## src/hw/rtl/multi_reader_byte_ring_buffer_unit_macros.svh

```systemverilog
// Assertion macros for the ring buffer RTL.
`ifndef MULTI_READER_BYTE_RING_BUFFER_UNIT_MACROS_SVH
`define MULTI_READER_BYTE_RING_BUFFER_UNIT_MACROS_SVH
`ifndef NO_ASSERTIONS
// Implication or plain property, checked at every rising edge outside reset.
`define MRBR_ASSERT(lbl, clk, rst_n, prop, msg) \
    lbl: assert property (@(posedge clk) disable iff (!rst_n) (prop)) else $error(msg);
// Condition that must never be seen.
`define MRBR_NEVER(lbl, clk, rst_n, cond, msg) \
    lbl: assert property (@(posedge clk) disable iff (!rst_n) !(cond)) else $error(msg);
`else
`define MRBR_ASSERT(lbl, clk, rst_n, prop, msg)
`define MRBR_NEVER(lbl, clk, rst_n, cond, msg)
`endif
`endif

```

## src/hw/rtl/mrbr_cmd_fifo.sv

```systemverilog
// Short command queue between the front and the back.
`timescale 1ns / 1ps
module mrbr_cmd_fifo #(
    parameter int WIDTH = 8,
    parameter int DEPTH = 4,
    localparam int PW   = (DEPTH > 1) ? $clog2(DEPTH) : 1
) (
    input  logic             i_clk,
    input  logic             i_rst_n,
    input  logic             i_push,
    input  logic [WIDTH-1:0] i_wdata,
    output logic             o_full,
    input  logic             i_pop,
    output logic             o_empty,
    output logic [WIDTH-1:0] o_rdata
);
    logic [WIDTH-1:0] r_mem [DEPTH];
    logic [PW-1:0]    r_wp, r_rp;
    logic [PW:0]      r_cnt;
    logic             do_push, do_pop;

    assign o_full  = (r_cnt == (PW+1)'(DEPTH));
    assign o_empty = (r_cnt == '0);
    assign do_push = i_push && !o_full;
    assign do_pop  = i_pop && !o_empty;
    assign o_rdata = r_mem[r_rp];

    // Storage
    always_ff @(posedge i_clk) begin
        if (do_push) begin
            r_mem[r_wp] <= i_wdata;
        end
    end

    // Pointers and occupancy
    always_ff @(posedge i_clk) begin
        if (!i_rst_n) begin
            r_wp  <= '0;
            r_rp  <= '0;
            r_cnt <= '0;
        end else begin
            if (do_push) begin
                r_wp <= (r_wp == PW'(DEPTH - 1)) ? '0 : r_wp + 1'b1;
            end
            if (do_pop) begin
                r_rp <= (r_rp == PW'(DEPTH - 1)) ? '0 : r_rp + 1'b1;
            end
            if (do_push && !do_pop) begin
                r_cnt <= r_cnt + 1'b1;
            end else if (do_pop && !do_push) begin
                r_cnt <= r_cnt - 1'b1;
            end
        end
    end
endmodule

```

## config.mk

```make
export PLATFORM = sky130hd
export DESIGN_NAME = mrbr_cmd_fifo
export DESIGN_NICKNAME = d
export VERILOG_FILES = /design/src/hw/rtl/multi_reader_byte_ring_buffer_unit_macros.svh /design/src/hw/rtl/mrbr_cmd_fifo.sv
export SDC_FILE = /design/constraint.sdc
export NUM_CORES = 1
export LEC_CHECK = 0
export ABC_AREA = 1
export BUFFER_PORTS_ARGS = -buffer_cell sky130_fd_sc_hd__buf_2
export CORE_ASPECT_RATIO = 1.4
export CORE_MARGIN = 3
export CORE_UTILIZATION = 35
export DETAILED_ROUTE_END_ITERATION = 8
export GPL_TIMING_DRIVEN = 0
export PLACE_DENSITY_LB_ADDON = 0.1
export RECOVER_POWER = 100
export SLEW_MARGIN = 20
export SYNTH_ARGS = -nofsm -noshare
export SYNTH_HDL_FRONTEND = slang
export SYNTH_SLANG_ARGS = --single-unit
```

## constraint.sdc

```tcl
create_clock -name i_clk -period 1.71 [get_ports i_clk]
set_clock_uncertainty 0.1 [all_clocks]
set_input_delay 0.4275 -clock i_clk [delete_from_list [all_inputs] [get_ports i_clk]]
set_output_delay 0.4275 -clock i_clk [all_outputs]
set_load 0.02 [all_outputs]
```

==> impl_metrics.ini <==
[critical_path]
setup.worst_path.end_class = primary output
critical_path.reg2reg.startpoint = r_cnt[0]
worst-path-max-fanout = 5
worstPathArrival_ns = 1.32
cp_data_required_time_ns = 1.18
crit_path_start_kind = register
critical_path_class = reg2out

[die]
die_width_um = 64.78
placementRows = 29
floorplan.initialDensity_pct = 36.74
full_die_area_um2 = 5719
die_y_um = 88.29
boundaryPins = 22
floorplan.core_area_um2 = 4608

[global_routing]
largest_net_degree_at_the_start_of_global_routing = 13
grt_pass1_wl_um = 5775
groute.usage.overall_pct = 13.83
globalRouteOverflowTotal = 0
antenna_found_initial = 0
number_of_global_route_vias_before_repair = 1211

[pwr]
ir_worst_vdd_mv = 0.7475
pd_cells_nw_per_um2 = 1629
cellLeakagePower_nw = 0.8882
total_power_mw = 3.733

[final_layout]
n_fill_cell = 455
syn2layout_area_growth_pct = 35.33
num_antenna_cells = 0
final_area_um2 = 2291
post-route-util_pct = 49.71
drive_gt1_share_pct = 39.58
seq_area_um2 = 1150
final-instance-count-excl-fill = 254
multi_input_comb_area_um2 = 588.1
total_number_of_nets_in_the_final_design = 210

[logic_synthesis]
yosys-top-cells-area = sky130_fd_sc_hd__edfxtp_1 (57%), sky130_fd_sc_hd__dfxtp_1 (11%), sky130_fd_sc_hd__nor2_1 (7.3%), sky130_fd_sc_hd__ha_1 (4.4%), sky130_fd_sc_hd__o21ai_0 (4.1%)
mappedNetlistNets = 167
yosys.area.top_type = sky130_fd_sc_hd__edfxtp_1
per_instance_average_area_after_synthesis_um2 = 11.44
synth_sequential_area_ratio_pct = 67.41
post-synth-top-area-fraction_pct = 56.76
yosys.cell_types.count = 18
synth_top_flop_cell = sky130_fd_sc_hd__edfxtp_1
yosys_warnings = 0
synthMostInstantiatedCell = sky130_fd_sc_hd__nor2_1
syn-instance-count = 148
syn-cell-area_um2 = 1693
synth_enable_flop_cells = 32
postSynth.asyncResetShare_pct = 0
synth.ff_latch_count = 41
post_synth_most_frequent_cells = sky130_fd_sc_hd__nor2_1 (33), sky130_fd_sc_hd__edfxtp_1 (32), sky130_fd_sc_hd__inv_1 (18)

[clock_network]
cts_tree = done
cts_num_sinks = 41
cts_made_buffers = 5
cts.root.buffer_cell = sky130_fd_sc_hd__clkbuf_8
clkLatencyLatePin_ns = 0.29
htree_levels = 2
max-clock-path-buffers = 2
clk_transition_reported_paths_ns = 0.08

[route]
postRouteAntennaNets = 0
drt-vias-per-instance = 4.618
drc = 0
post_drt_wl_per_cell_um = 13.67
first_iteration_detailed_routing_drc_count = 44
detail_route.first_pass.iterations = 4
routed_wl_um = 3471
route.vias.total = 1173

[sta]
achievable_frequency_ghz = 0.5404
tightest_slew_ns = 0.5014
finalSetupViolations = 10
rsz0062_at_grt = true
slew_headroom_pct = 66.54
final.period_utilization_pct = 108.2
period_needed_ns = 1.851
timing_max_transition_violations_final = 0
timing.final.hold_violations = 0
least_setup_slack_across_all_paths_after_layout_ns = -0.1405

[worst_hold_path]
hp-class = in2reg
hp-start = i_wdata[1]

[placement]
place.gp.congestion = 0.7306
hpwl_um = 2230
io_buffers = 21
place_inst = 231
placement.cell_area_um2 = 1891

[status]
outcome = finished with violations
violations = setup timing

[run]
drv_cap = 0
cell families after synthesis:
family	count (synthesis)	share of synthesized area [%]
simple gates	51	11.90
flops	41	67.41
compound gates	28	9.535
buf+inv	21	5.543
fa+ha+maj	7	5.617
cells in the final DEF, fill, tap and decap left out, types with 3 or more instances in the layout:
master                     instances
sky130_fd_sc_hd__o21ai_2           4
sky130_fd_sc_hd__inv_2             4
sky130_fd_sc_hd__clkbuf_1          9
sky130_fd_sc_hd__buf_6             7
sky130_fd_sc_hd__nor2_2           11
sky130_fd_sc_hd__edfxtp_1         32
sky130_fd_sc_hd__buf_2             3
sky130_fd_sc_hd__o22ai_1           3
sky130_fd_sc_hd__nor2_1           20
sky130_fd_sc_hd__ha_1              5
sky130_fd_sc_hd__dfxtp_1           6
sky130_fd_sc_hd__nand2_1          12
sky130_fd_sc_hd__inv_1            12
sky130_fd_sc_hd__o22ai_2           5
sky130_fd_sc_hd__o21ai_1           8
sky130_fd_sc_hd__buf_4            16
sky130_fd_sc_hd__clkbuf_8          6
sky130_fd_sc_hd__o21ai_0           4
through the flow:
stage | hold slack, ns | setup WS, ns | setup TNS (ns)
2_1_floorplan | 0.3706 | -0.002103 | -0.002103
3_3_place_gp | 0.3803 | -0.1272 | -1.669
3_5_place_dp | 0.3964 | -0.1680 | -1.747
4_1_cts | 0.2459 | -0.1497 | -1.113
5_1_grt | 0.3031 | -0.1786 | -2.187
6_report | 0.2890 | -0.1405 | -0.9012
sequential cells by signal, indices dropped and copies added (netlist names), named ones only:
name and cells:
r_mem 32, r_cnt 3, r_rp 2, r_wp 2
cell type report:
cell class	instances	share of cell area, %
repair buffers	36	12.07
multi-input cells	86	25.67
well taps	62	3.386
clock inverters	2	0.3823
plain buffers	2	1.147
inverters	19	3.550
clock buffers	6	3.605
flip-flops and latches	41	50.19
worst max-delay path, cell delays in order, from the launching register on:
cell and delay, ns:
sky130_fd_sc_hd__dfxtp_4 0.38, sky130_fd_sc_hd__inv_6 0.08, sky130_fd_sc_hd__buf_12 0.10, sky130_fd_sc_hd__buf_8 0.12, sky130_fd_sc_hd__nor2_2 0.04, sky130_fd_sc_hd__o22ai_2 0.18
sky130_fd_sc_hd__buf_6 0.14
worst paths after layout:
check / end / slack [ns] / cells after the start
min reg2reg: register / 0.45 / 4
max: o_rdata[0] / -0.14 / 6
min: r_mem[1][1] / 0.29 / 1
max reg2reg: r_cnt[2] / -0.08 / 13
where the power goes:
| group | internal (mW) | leakage [nW] | switching, mW |
|---|---|---|---|
| sequential | 1.25 | 0.369 | 0.118 |
| combinational | 0.808 | 0.470 | 0.918 |
| clock | 0.320 | 0.0486 | 0.317 |
| total | 2.38 | 0.888 | 1.35 |
metal layers:
metal	up-vias	wire length (µm)	GRT usage, %
li1	587	-	-
met1	558	1375	15.48
met2	21	1892	25.23
met3	7	144	3.431
met4	0	59	5.192
met5	-	0	0
repair_timing:
action | 4_1_cts | 5_1_grt
pin swaps | 14 | 9
endpoints found under the hold margin | 0 | 0
endpoints found under the setup margin | 34 | 19
setup buffers | 13 | 2
gates cloned | 1 | 0
hold buffers | 0 | 0
resized for setup | 32 | 42
Note: power is estimated with default switching activity, not from simulation.
